--- src/base64_stream_encoder_defines.svh ---
// Assertion macros used by the base64 stream encoder queue
`ifndef BASE64_STREAM_ENCODER_DEFINES_SVH
`define BASE64_STREAM_ENCODER_DEFINES_SVH

// check a property on every rising edge outside reset
`define B64ENC_ASSERT(lbl, prop, msg) \
    lbl: assert property (@(posedge aclk) disable iff (!aresetn) (prop)) else $error(msg);

// check that a condition implies a consequence in the next cycle
`define B64ENC_ASSERT_NEXT(lbl, cond, cons, msg) \
    lbl: assert property (@(posedge aclk) disable iff (!aresetn) (cond) |=> (cons)) \
        else $error(msg);

`endif

--- src/b64enc_pkg.sv ---
// Types, constants and the character map of the base64 stream encoder
`timescale 1ns / 1ps

package b64enc_pkg;

    localparam int QUEUE_DEPTH = 2;

    localparam logic [7:0] PAD_CHAR   = 8'h3D;
    localparam logic [7:0] PLUS_CHAR  = 8'h2B;
    localparam logic [7:0] SLASH_CHAR = 8'h2F;
    localparam logic [7:0] UPPER_BASE = 8'h41;
    localparam logic [7:0] LOWER_BASE = 8'h61;
    localparam logic [7:0] DIGIT_BASE = 8'h30;
    localparam logic [5:0] SEXTET_MASK = 6'h3F;

    typedef struct packed {
        logic [7:0] data_byte;
        logic       end_of_input;
    } in_t;

    typedef struct packed {
        logic [7:0] out_char;
        logic       last_char;
    } out_t;

    typedef struct packed {
        logic [23:0] word;
        logic [1:0]  nvalid;
        logic        final_grp;
    } grp_t;

    function automatic logic [7:0] sextet_to_char(input logic [5:0] v);
        logic [5:0] s;
        logic [7:0] c;
        s = v & SEXTET_MASK;
        if (s < 6'd26) begin
            c = UPPER_BASE + {2'b00, s};
        end else if (s < 6'd52) begin
            c = LOWER_BASE + {2'b00, s} - 8'd26;
        end else if (s < 6'd62) begin
            c = DIGIT_BASE + {2'b00, s} - 8'd52;
        end else if (s == 6'd62) begin
            c = PLUS_CHAR;
        end else begin
            c = SLASH_CHAR;
        end
        return c;
    endfunction

endpackage

--- src/b64enc_front.sv ---
// Byte gathering front end: builds 24-bit groups and pushes them to the queue
`timescale 1ns / 1ps

module b64enc_front (
    input  logic                aclk,
    input  logic                aresetn,
    input  logic                s_valid,
    output logic                s_ready,
    input  b64enc_pkg::in_t     s_data,
    input  logic                q_full,
    output logic                push,
    output b64enc_pkg::grp_t    push_grp
);

    logic [15:0] pend_reg, pend_next;
    logic [1:0]  phase_reg, phase_next;
    logic [1:0]  phase;
    logic        accept;
    logic        emit;

    assign s_ready = !q_full;
    assign accept  = s_valid && s_ready;

    always_comb begin
        phase = (phase_reg == 2'd3) ? 2'd0 : phase_reg;
        case (phase)
            2'd0: begin
                push_grp.word   = {s_data.data_byte, 16'h0000};
                push_grp.nvalid = 2'd1;
            end
            2'd1: begin
                push_grp.word   = {pend_reg[15:8], s_data.data_byte, 8'h00};
                push_grp.nvalid = 2'd2;
            end
            default: begin
                push_grp.word   = {pend_reg, s_data.data_byte};
                push_grp.nvalid = 2'd3;
            end
        endcase
        push_grp.final_grp = s_data.end_of_input;
        emit = (push_grp.nvalid == 2'd3) || s_data.end_of_input;
        push = accept && emit;

        pend_next  = pend_reg;
        phase_next = phase_reg;
        if (accept) begin
            if (emit) begin
                pend_next  = 16'h0000;
                phase_next = 2'd0;
            end else begin
                if (phase == 2'd0) begin
                    pend_next = {s_data.data_byte, 8'h00};
                end else begin
                    pend_next = {pend_reg[15:8], s_data.data_byte};
                end
                phase_next = phase + 2'd1;
            end
        end
    end

    always_ff @(posedge aclk) begin
        if (!aresetn) begin
            pend_reg  <= 16'h0000;
            phase_reg <= 2'd0;
        end else begin
            pend_reg  <= pend_next;
            phase_reg <= phase_next;
        end
    end

endmodule

--- src/b64enc_queue.sv ---
// Short group queue between the front end and the character back end
`timescale 1ns / 1ps
`include "base64_stream_encoder_defines.svh"

module b64enc_queue #(
    parameter int DEPTH = b64enc_pkg::QUEUE_DEPTH
) (
    input  logic                aclk,
    input  logic                aresetn,
    input  logic                push,
    input  b64enc_pkg::grp_t    push_grp,
    output logic                full,
    input  logic                pop,
    output logic                head_valid,
    output b64enc_pkg::grp_t    head_grp
);

    localparam int PW = (DEPTH > 1) ? $clog2(DEPTH) : 1;
    localparam int CW = $clog2(DEPTH + 1);
    localparam logic [PW-1:0] LAST_PTR = PW'(DEPTH - 1);
    localparam logic [CW-1:0] FULL_CNT = CW'(DEPTH);

    b64enc_pkg::grp_t mem [DEPTH];
    logic [PW-1:0] wr_ptr_reg, wr_ptr_next;
    logic [PW-1:0] rd_ptr_reg, rd_ptr_next;
    logic [CW-1:0] cnt_reg, cnt_next;

    assign full       = (cnt_reg == FULL_CNT);
    assign head_valid = (cnt_reg != '0);
    assign head_grp   = mem[rd_ptr_reg];

    always_comb begin
        wr_ptr_next = wr_ptr_reg;
        rd_ptr_next = rd_ptr_reg;
        cnt_next    = cnt_reg;
        if (push) begin
            wr_ptr_next = (wr_ptr_reg == LAST_PTR) ? '0 : wr_ptr_reg + 1'b1;
        end
        if (pop) begin
            rd_ptr_next = (rd_ptr_reg == LAST_PTR) ? '0 : rd_ptr_reg + 1'b1;
        end
        if (push && !pop) begin
            cnt_next = cnt_reg + 1'b1;
        end else if (pop && !push) begin
            cnt_next = cnt_reg - 1'b1;
        end
    end

    always_ff @(posedge aclk) begin
        if (push) begin
            mem[wr_ptr_reg] <= push_grp;
        end
    end

    always_ff @(posedge aclk) begin
        if (!aresetn) begin
            wr_ptr_reg <= '0;
            rd_ptr_reg <= '0;
            cnt_reg    <= '0;
        end else begin
            wr_ptr_reg <= wr_ptr_next;
            rd_ptr_reg <= rd_ptr_next;
            cnt_reg    <= cnt_next;
        end
    end

    `B64ENC_ASSERT(a_cnt_bound, cnt_reg <= FULL_CNT, "queue count beyond depth")
    `B64ENC_ASSERT_NEXT(a_cnt_up, push && !pop, cnt_reg == $past(cnt_reg) + 1'b1, "missed push")
    `B64ENC_ASSERT_NEXT(a_cnt_down, pop && !push, cnt_reg == $past(cnt_reg) - 1'b1, "missed pop")
    `B64ENC_ASSERT_NEXT(a_rd_hold, !pop, $stable(rd_ptr_reg), "read pointer moved without pop")
    `B64ENC_ASSERT_NEXT(a_wr_hold, !push, $stable(wr_ptr_reg), "write pointer moved without push")

endmodule

--- src/b64enc_back.sv ---
// Character back end: serializes each group into four characters
`timescale 1ns / 1ps

module b64enc_back (
    input  logic                aclk,
    input  logic                aresetn,
    input  logic                head_valid,
    input  b64enc_pkg::grp_t    head_grp,
    output logic                pop,
    output logic                m_valid,
    input  logic                m_ready,
    output b64enc_pkg::out_t    m_data
);

    logic [1:0]        idx_reg, idx_next;
    logic              m_valid_reg, m_valid_next;
    b64enc_pkg::out_t  m_data_reg, m_data_next;
    logic              load;
    logic [5:0]        sextet;

    assign load    = !m_valid_reg || m_ready;
    assign pop     = load && head_valid && (idx_reg == 2'd3);
    assign m_valid = m_valid_reg;
    assign m_data  = m_data_reg;

    always_comb begin
        case (idx_reg)
            2'd0:    sextet = head_grp.word[23:18];
            2'd1:    sextet = head_grp.word[17:12];
            2'd2:    sextet = head_grp.word[11:6];
            default: sextet = head_grp.word[5:0];
        endcase

        idx_next     = idx_reg;
        m_valid_next = m_valid_reg;
        m_data_next  = m_data_reg;
        if (load) begin
            m_valid_next = head_valid;
            if (head_valid) begin
                m_data_next.out_char  = (idx_reg <= head_grp.nvalid)
                                        ? b64enc_pkg::sextet_to_char(sextet)
                                        : b64enc_pkg::PAD_CHAR;
                m_data_next.last_char = head_grp.final_grp && (idx_reg == 2'd3);
                idx_next = idx_reg + 2'd1;
            end
        end
    end

    always_ff @(posedge aclk) begin
        m_data_reg <= m_data_next;
    end

    always_ff @(posedge aclk) begin
        if (!aresetn) begin
            idx_reg     <= 2'd0;
            m_valid_reg <= 1'b0;
        end else begin
            idx_reg     <= idx_next;
            m_valid_reg <= m_valid_next;
        end
    end

endmodule

--- src/base64_stream_encoder.sv ---
// Flow: the edge accepting a group's last byte writes it to the queue; its first character is
// registered from the queue head into the output register. Throughput: one input byte per cycle
// until the two-entry group queue fills; one character per cycle from the single output register
// while m_ready is high; four characters per three bytes; two groups of slack between the sides.
// Reset: synchronous active-low aresetn clears phase, queue and output valid.
// Top level of the streaming base64 encoder
`timescale 1ns / 1ps

module base64_stream_encoder #(
    parameter int QUEUE_DEPTH = b64enc_pkg::QUEUE_DEPTH
) (
    input  logic                aclk,
    input  logic                aresetn,
    input  logic                s_valid,
    output logic                s_ready,
    input  b64enc_pkg::in_t     s_data,
    output logic                m_valid,
    input  logic                m_ready,
    output b64enc_pkg::out_t    m_data
);

    logic              q_full;
    logic              push;
    b64enc_pkg::grp_t  push_grp;
    logic              pop;
    logic              head_valid;
    b64enc_pkg::grp_t  head_grp;

    b64enc_front u_front (
        .aclk     (aclk),
        .aresetn  (aresetn),
        .s_valid  (s_valid),
        .s_ready  (s_ready),
        .s_data   (s_data),
        .q_full   (q_full),
        .push     (push),
        .push_grp (push_grp)
    );

    b64enc_queue #(
        .DEPTH (QUEUE_DEPTH)
    ) u_queue (
        .aclk       (aclk),
        .aresetn    (aresetn),
        .push       (push),
        .push_grp   (push_grp),
        .full       (q_full),
        .pop        (pop),
        .head_valid (head_valid),
        .head_grp   (head_grp)
    );

    b64enc_back u_back (
        .aclk       (aclk),
        .aresetn    (aresetn),
        .head_valid (head_valid),
        .head_grp   (head_grp),
        .pop        (pop),
        .m_valid    (m_valid),
        .m_ready    (m_ready),
        .m_data     (m_data)
    );

endmodule

--- config.mk ---
export PLATFORM = sky130hd
export DESIGN_NAME = base64_stream_encoder
export DESIGN_NICKNAME = d
export VERILOG_FILES = /design/src/b64enc_pkg.sv /design/src/b64enc_front.sv /design/src/b64enc_queue.sv /design/src/b64enc_back.sv /design/src/base64_stream_encoder.sv
export VERILOG_INCLUDE_DIRS = /design/src /design/src/src
export SDC_FILE = /design/constraint.sdc
export NUM_CORES = 1
export LEC_CHECK = 0
export BUFFER_PORTS_ARGS = -buffer_cell sky130_fd_sc_hd__buf_2
export CAP_MARGIN = 25
export CORE_ASPECT_RATIO = 1.75
export CORE_MARGIN = 2
export CORE_UTILIZATION = 60
export DETAILED_ROUTE_END_ITERATION = 8
export GPL_TIMING_DRIVEN = 0
export HOLD_SLACK_MARGIN = 0.05
export PLACE_DENSITY = 0.85
export SLEW_MARGIN = 0
export SYNTH_ARGS = -nofsm -noshare
export SYNTH_HDL_FRONTEND = slang
export SYNTH_SLANG_ARGS = --single-unit
--- constraint.sdc ---
create_clock -name aclk -period 8 [get_ports aclk]
set_input_delay 0.8 -clock aclk [delete_from_list [all_inputs] [get_ports aclk]]
set_output_delay 0.8 -clock aclk [all_outputs]
set_load 0.005 [all_outputs]
Yosys cells after proc, flatten, opt, wreduce, memory -nomap -nowiden:

Memories as Yosys holds them, arrays and structs flattened. A register that Yosys moved wholly into a read port is not among the register bits.
Index checks and enable logic that the tools add are counted.

* output and inout port bits: 11
* bits in registers: 34
* logic and storage cells: 72
* input bits: 13
* bits in writable memories: 54
* memories kept: 1

* magnitude comparators: 4
* add/sub/neg operators: 11
* mux-type cells: 18
* reduce and logical (&&, ||, !) cells: 20
* equal/unequal tests: 8

Memories
* u_queue.mem: words 2, bits a word 27, read ports 1, clocked after Yosys merged registers in 1, write ports 1, line b64enc_queue.sv:23 `b64enc_pkg::grp_t mem [DEPTH];`

Operator list (count)
* $pmux 26 s2: 1
* $mux 16: 2
* $mux 8: 3
* $pmux 6 s3: 1
* $add 7x6->8 const A: 2
* $lt 6x6->1 const B: 2
* $eq 2x2->1 const B: 5
* $mux 2: 4
* $sub 8x5->8 const B: 1
* $sub 8x6->8 const B: 1
* $add 6x6->7 const A: 1
* $logic_and 1x1->1: 7
* $add 2x1->2 const B: 3
* $eq 6x6->1 const B: 1
* $lt 6x5->1 const B: 1
* $mux 1: 6
* $reduce_bool 2->1: 3
* $eq 2x1->1 const B: 2
* $logic_not 1->1: 4
* $logic_not 2->1: 2
* $reduce_and 2->1: 2
* $mux 3: 1
* $add 1x1->1 const B: 2
* $le 2x2->1: 1
* 2 further kinds: 3

Longest topological paths before layout:

Gate-level depths: netlist of run 1.

* depth in word-level cells: 11
* gate-level depth with buffers: 15
* depth with buffers taken out: 12

Hierarchy:

From an unflattened synthesis of run 1, not the netlist that was laid out.

* cell total of the unflattened synthesis: 344
* area total of the unflattened synthesis: 4327.9 um^2

Modules (own cells, without submodules)
* b64enc_queue: cells an instance 106, sequential area each 1721.7 um^2, area each 2174.6 um^2, instances 1
* b64enc_back: cells an instance 116, sequential area each 330.3 um^2, area each 1132.3 um^2, instances 1
* b64enc_front: cells an instance 122, sequential area each 360.3 um^2, area each 1021.0 um^2, instances 1

Least setup slack after synthesis of run 1:

OpenSTA, ideal clock, no wires.

* kind: input-to-reg
* from: input s_valid
* to: memory u_queue.mem[0][0] (netlist name), enable pin
* arrival time: 3060 ps
* stages: 3
* setup time: 447 ps
* setup slack: 4493 ps
* data required time: 7553 ps
* path buffers: 1
* cell sequence: nand2_1 > clkbuf_1 > nor3_1

* word-level cells in the longest chain between the ends: 4

RTL lines
* start, declared: line base64_stream_encoder.sv:14 `input logic s_valid,`
* $logic_and 1x1->1: line b64enc_front.sv:22 `assign accept = s_valid && s_ready;`
* $logic_and 1x1->1: line b64enc_front.sv:42 `push = accept && emit;`
* $mux 1: line b64enc_queue.sv:50 `if (push) begin`
* $mux 1 (not written as such): line b64enc_queue.sv:51 `mem[wr_ptr_reg] <= push_grp;`
* end, declared: line b64enc_queue.sv:23

Every way passes these cells.

Final worst setup path of run 1:

* from: register u_back.idx_reg[0]
* to: register u_back.m_data_reg (netlist bit u_back.m_data[3]) (data pin)

* word-level cells in the longest chain between the ends: 7
* elaborated cells between the ends (all ways): 18
* classes of those cells: add/sub: 5; order compare: 4; eq/ne: 3; mux: 5; reduce/logical: 1

RTL lines
* start, declared: line b64enc_back.sv:15 `logic [1:0] idx_reg, idx_next;`
* start signal, assigned: line b64enc_back.sv:58 `idx_reg <= idx_next;`
* $eq 2x2->1 (tied with other cells): line b64enc_back.sv:27 `case (idx_reg)`
* $pmux 6 s3: line b64enc_back.sv:27
* $add 6x6->7 or $eq 6x6->1 (tied branches): line b64enc_pkg.sv:41, b64enc_pkg.sv:42
* $sub 8x6->8 or $mux 3 (tied branches): line b64enc_pkg.sv:41, b64enc_pkg.sv:42
* $mux 8: line b64enc_pkg.sv:40 `end else if (s < 6'd62) begin`
* $mux 8: line b64enc_pkg.sv:38 `end else if (s < 6'd52) begin`
* $mux 8: line b64enc_pkg.sv:36 `if (s < 6'd26) begin`
* end signal, assigned: line b64enc_back.sv:50 `m_data_reg <= m_data_next;`
* end, declared: line b64enc_back.sv:17 `b64enc_pkg::out_t m_data_reg, m_data_next;`

Several ways; a longest one is shown, not always the timed one.
A chain may end at the register's enable or synchronous reset.

==> results summary, run 1 <==
The initial standard-cell utilization of the core is 62.0%. The library cell used as clock root buffer is clkbuf_16. The area growth from synthesis to layout came out at 13.2%. The number of CTS-inserted buffers came out at 9. The top cell types in the final layout, fill and taps aside, are 63 x edfxtp_1, 36 x nand2_1, 30 x buf_2. The number of antenna violations at the first check in global routing is 0.

The first-pass GRT wire length is 14,400 um. The kind of path behind the tightest hold check is flip-flop to flip-flop. The average instance area after synthesis is 11.8 um^2. The number of endpoints failing setup at the final stage came out at 0. The half-perimeter wire length after detailed placement came out at 6810 um. The run finished with clean final reports.

Adding up every negative setup slack in the final design gives 0 ns. The number of remaining DRC errors is 0. The clock sink count came out at 89.

The worst slew margin relative to its limit is between 50% and 60%. For the final database, setup skew stands at 0.00509 ns. The maximum number of pins on one net before global-route repair is 16.

After clock tree synthesis, the repair step resized 0 gates. The number of vias in the routed layout came out at about 3,000. The count of mapped cells out of synthesis is 363. The total congestion overflow came out at 0.

TritonCTS built the clock tree. The total nets after synthesis came out at 396. The floorplan step defined a core boundary enclosing 6910 um^2. For the worst setup path, the data required time is 8.01 ns. The sequential share of the synthesized area came out at 56.4%. By area the synthesized netlist is led by edfxtp_1 44%, dfxtp_1 12%, ha_1 5.8%, nand2_1 3.2%, a22o_1 3.1%.

The mean routed wirelength per cell is about 18 um. The number of hold violations in the final report was 0. The number of buffers added for setup after CTS is 0. The total design power came out at 1.34 mW. The count of routing violations after the opening detailed-route iteration came out at 181. The ratio of final minimum period to clock period came out at 45.2%. The number of placement rows is 40. The power density normalized to cell area is 277 nW/um^2. The x dimension of the die is 67.8 um.

The detail-routed via count per cell came out at 6.11. The final net count came out at 434. In this run the worst path has a maximum fanout of 10.

The top-level I/O count is 24. In this run the deepest clock path goes through 2 buffers. The pin slew with the least headroom to its limit came out at between 0.6 and 0.7 ns. The number of warnings printed during yosys synthesis came out at 0.

The max-slew violation total from the final report came out at 0. The dominant cell type by area after synthesis is edfxtp_1. Of all flip-flops after synthesis, the portion carrying an async set or reset was 0%. Buffers inserted to repair hold after CTS numbered 0. The remaining antenna violation count after routing came out at 0. The first TritonRoute pass finished after 5 iterations. The number of flops mapped to enable cells by yosys is 63.

The clock input transition at the sequential cells of the worst setup and hold paths came out at roughly 0.060 ns. The die height came out at 116 um. The most common cell after layout, fill and taps aside is edfxtp_1.

The worst ir drop on vdd came out at 0.000256 V. The worst path arrival time came out at 3.62 ns. The highest attainable clock frequency came out at 277 MHz.

The fraction of layout cells with a size suffix above 1 came out at between 15 and 20%. The layout filler cell count is 478. Clock latency on the worst-skew pair, taken at its later pin, is 0.35 ns. The final critical delay including setup and external delays came out at 3.61 ns.

In this run, synthesis produced a sequential element count of 89. Setup repair after global routing left no endpoint under its margin. The post-synthesis instance area came out at between 4000 and 5000 um^2.

The antenna diode instance count came out at 0. The die covers ~7900 um^2. STA classifies the critical path endpoint as a flip-flop. The register with the most flip-flops in the layout has 54 of them. The type of the setup path with the least slack is flip-flop to flip-flop. Input and output buffers added on the ports amount to 23. The number of max-cap violations came out at 0. For this run, the leading register cell type out of synthesis is edfxtp_1. Counting distinct cell types in the post-synthesis netlist gives 57. The number of H-tree levels came out at 3. The total wire length is 9000 um. The worst setup path is launched from a flip-flop.

The congestion estimate from routability-driven global placement came to 0.939. The number of global-route vias before repair came out at 3,029. The fraction of synthesized cell area taken by the top area cell type came out at 44.2%.

In this run the static leakage power is 1.78 nW. The total global routing track utilization is 25.6%.
final timing paths:
kind / endpoint / slack (ns) / startpoint / cells after the start
min: u_front.pend_reg[9] / 0.46 / u_front.pend_reg[9] / 2
max reg2reg: u_back.m_data[3] / 4.39 / u_back.idx_reg[0] / 14
max: u_back.m_data[3] / 4.39 / u_back.idx_reg[0] / 14
min reg2reg: u_front.pend_reg[9] / 0.46 / u_front.pend_reg[9] / 2
per-stage QoR:
step           hold slack, ns  instance area, um^2  setup slack (ns)  instances  utilization (%)
2_1_floorplan           0.441                 4280              4.49        363                -
3_3_place_gp            0.449                 4500              3.45        470             65.1
3_5_place_dp            0.456                 4540              4.51        473             65.8
4_1_cts                 0.464                 4830              4.48        489             69.9
5_1_grt                 0.487                 4840              4.02        490             70.1
6_report                0.461                 4840              4.39        490             70.1
per-layer routing:
layer	global-route usage (%)	part of all wire, %	vias to the layer above
li1	-	-	1432
met3	5.15	3.9	37
met2	47.1	57	102
met4	18.4	5.5	0
met1	23.7	34	1421
met5	0	0	-
final cells by class:
cell class              instances  area [um^2]  share of cell area, %
well taps                      84          105                   2.17
inverters                      16         60.1                   1.24
clock inverters                 6         58.8                   1.21
repair buffers                 27          166                   3.44
clock buffers                  10          229                   4.73
multi-input cells             238         1710                   35.4
flip-flops and latches         89         2410                   49.8
plain buffers                  20         98.8                   2.04
cells in the mapped netlist (7+ instances only):
cell type	n
a22o_1	15
nor2_1	9
nand4_1	11
buf_2	7
nor2b_1	18
nand3_1	8
o21ai_0	9
ha_1	20
a21boi_0	9
dfxtp_1	26
inv_1	14
mux2i_1	10
clkbuf_1	11
and2_1	15
a22oi_1	16
edfxtp_1	63
nand2_1	36
power breakdown:
| part | internal, mW | leakage, nW | switching [mW] |
|---|---|---|---|
| sequential | 0.546 | 0.794 | 0.0153 |
| combinational | 0.145 | 0.849 | 0.229 |
| clock | 0.239 | 0.136 | 0.166 |
| total | 0.931 | 1.78 | 0.410 |
worst max-delay path: stages, from the launching register on:
cell and delay (ns):
dfxtp_1 0.35, inv_1 0.18, ha_1 0.22, buf_2 0.25, a22oi_1 0.11, a32oi_1 0.24, nand2_1 0.24, inv_1 0.20
ha_1 0.32, nand2_1 0.09, and3_4 0.22, and2_4 0.16, buf_6 0.14, a311oi_1 0.28, o221ai_1 0.27
logic make-up (layout without fill, tap and decap cells):
family                   Yosys count  after routing  share of synthesized area, %
buffers and inverters             36             79                          3.71
AO/OA/AOI/OAI                     86             86                          16.0
XOR/XNOR                           4              4                         0.819
AND/OR/NAND/NOR                  117            117                          14.6
adder cells (fa/ha/maj)           20             20                          5.85
flip-flops                        89             89                          56.4
multiplexers                      11             11                          2.60
No activity file was read; power rests on OpenSTA's default activity.
==> inputs of run 2 (changes only) <==
Settings changed: CORE_UTILIZATION 60 to 55, PLACE_DENSITY 0.85 to 0.82.
Clock period 8 ns to 2.96 ns, I/O delays scaled along.
==> results summary, run 2 (same netlist as run 1, synthesis figures left out) <==
The library cells used most frequently in the layout, excluding fill and tap cells, are 63 x edfxtp_1, 33 x nand2_1, 24 x dfxtp_1. The cell sitting at the root of the clock tree is a clkbuf_16. The placeable core area came out at 7570 um^2 (+9.6%). The type of the setup path with the least slack is flip-flop to flip-flop. The detail-routed via count per cell is 6.34 (+3.8%). The worst ir drop on vdd is 0.000464 V (+81%). The number of global-route vias before repair is 3,233 (+6.7%). The first-pass GRT wire length is 15,700 um (+9.1%).

The number of placed cells counting well taps is 476 (+0.63%). The worst path arrival time came out at 2.95 ns (-0.67 ns). The last weighted congestion value of the routability-driven placer is 0.863 (-8.1%). The run finished with clean final reports. The setup slack after layout is 0.0738 ns (-4.31 ns).

The total congestion overflow was 0 (unchanged). The cell depth of the worst hold path was 1 (-1). The aggregate negative setup slack came to 0 ns (unchanged). The highest attainable clock frequency is 346 MHz (+25%). The initial standard-cell utilization of the core was 56.5% (-5.4 points).

The worst slew margin relative to its limit came out at 53.9% (+0.22 points). The max-slew violation total from the final report came out at 0 (unchanged). The cell count of the worst reg-to-reg path came to 13 (-1).

The total global routing track utilization was 24.2% (-1.4 points). The minimum setup slack after placement is -0.493 ns (-5.00 ns). The mean routed wirelength per cell came out at 20.1 um (+9.2%). The remaining antenna violation count after routing came out at 0 (unchanged). The number of max-cap violations came out at 0 (unchanged). STA classifies the critical path endpoint as a flip-flop. The number of hold violations in the final report is 0 (unchanged). The die height is 121 um (+4.3%).

The final net count is 436 (+0.46%). The total design power was 3.95 mW (+190%). The clock input transition at the sequential cells of the worst setup and hold paths is 0.06 ns (about the same). The clock skew after layout is 0.00912 ns (+0.00403 ns).

Compared with the post-synthesis result, the final layout area differs by 18.8%. The number of H-tree levels came out at 3 (unchanged). TritonCTS built the clock tree.

The number of CTS-inserted buffers is 9 (unchanged). The number of buffers on the longest clock path came out at 2 (unchanged). The layout filler cell count came out at 548 (+15%). The data required time at the worst endpoint came to 3.03 ns (-4.98 ns).

The number of endpoints failing setup at the final stage came out at 0 (unchanged). The number of antenna violations at the first check in global routing is 0 (unchanged). The number of placement rows came to 42 (+5.0%). The first-pass iteration count of the detailed router came to 7 (+2). The clock sink count came out at 89 (unchanged). The total leakage power came out at 1.83 nW (+2.9%).

The kind of start point of the critical path is a flip-flop. The ratio of final minimum period to clock period was 97.5% (+52 points). The pin slew with the least headroom to its limit is 0.684 ns (-0.0105 ns). The number of vias in the routed layout was 3,145 (+5.1%). The top-level I/O count came to 24 (unchanged). The number of remaining DRC errors is 0 (unchanged). The antenna diode instance count came to 0 (unchanged).

The kind of path behind the tightest hold check is primary input to flip-flop. The maximum number of pins on one net before global-route repair is 19 (+3). The x dimension of the die is 70.7 um (+4.2%). The total wire length was 9950 um (+11%). The final critical delay including setup and external delays came out at 2.89 ns (-0.729 ns).

The die area is 8530 um^2 (+8.7%). The count of input and output buffers came to 23 (unchanged). The most common cell after layout, fill and taps aside is edfxtp_1. The power density normalized to cell area was 778 nW/um^2 (+180%). The fraction of layout cells with a size suffix above 1 is 21.6% (+6.1 points). The maximum fanout along the worst path is 10 (unchanged). The number of standard cells in the final layout excluding fillers came to 496 (+1.2%). The worst-skew pair later-pin latency is 0.34 ns (about the same). The count of routing violations after the opening detailed-route iteration is 166 (-8.3%). The half-perimeter wire length after detailed placement came out at 6800 um (-0.13%).

The final core utilization is 67.2% (-2.9 points). The final hold slack came out at 0.191 ns (-0.270 ns). The summed area of non-filler cells in the final layout came out at 5080 um^2 (+5.0%).

The flip-flop count of the largest register after layout is 54 (unchanged). The cell area reported after detailed placement came to 4570 um^2 (+0.66%).
==> run 2: cell types whose count changed in the layout (fill, tap and decap cells not counted), moves of 3 or more <==
cell | previous run | this run
nand2_2 | 1 | 4
nand2_1 | 36 | 33
inv_1 | 14 | 10
ha_1 | 20 | 13
buf_4 | 0 | 9
buf_2 | 30 | 23
ha_4 | 0 | 5
inv_2 | 2 | 5
==> run 2: worst paths after layout <==
path	startpoint	to	slack, ns
hold / removal	s_data[0]	u_queue.mem[0][0]	0.19
setup / recovery	u_back.idx_reg[0]	u_back.m_data[4]	0.07
hold reg to reg	u_front.pend_reg[14]	u_front.pend_reg[14]	0.46
setup reg to reg	u_back.idx_reg[0]	u_back.m_data[4]	0.07
==> run 2: report_power, final <==
group | leakage (nW) | total, mW | switching (mW) | internal (mW)
Combinational | 0.875 | 1.15 | 0.676 | 0.473
Clock | 0.160 | 1.28 | 0.459 | 0.821
Sequential | 0.795 | 1.53 | 0.0461 | 1.48
==> run 2: what timing repair did <==
action | 4_1_cts | 5_1_grt
buffers inserted | 4 | 3
endpoints found under the setup margin | 8 | 6
cloned | 0 | 0
pin swaps | 5 | 10
resized for setup | 17 | 23
hold buffers | 0 | 0
==> run 2: area by class of cell <==
class	count	area [um^2]	area share, %
Sequential cell	89	2420	47.6
Multi-Input combinational cell	238	1840	36.1
Timing Repair Buffer	33	230	4.53
Clock buffer	10	229	4.50
Tap cell	88	110	2.17
Clock inverter	6	106	2.09
Buffer	16	90.1	1.77
Inverter	16	62.6	1.23
==> run 2: per-layer routing <==
metal  track usage, %  wire length (um)
met4             15.3               480
met3             4.83               325
met1             22.5              3500
met5                0                 0
met2             46.3              5650
==> run 2: critical path, cell delays in order (launching register included) <==
cell and delay [ns]:
dfxtp_4 0.39, inv_4 0.07, ha_4 0.18, buf_6 0.14, a211oi_1 0.24, a32oi_1 0.11
nand2_2 0.16, inv_2 0.09, ha_4 0.20, nand2_1 0.07, and3_4 0.23, and2_4 0.21
a211oi_1 0.08, a2111o_1 0.44
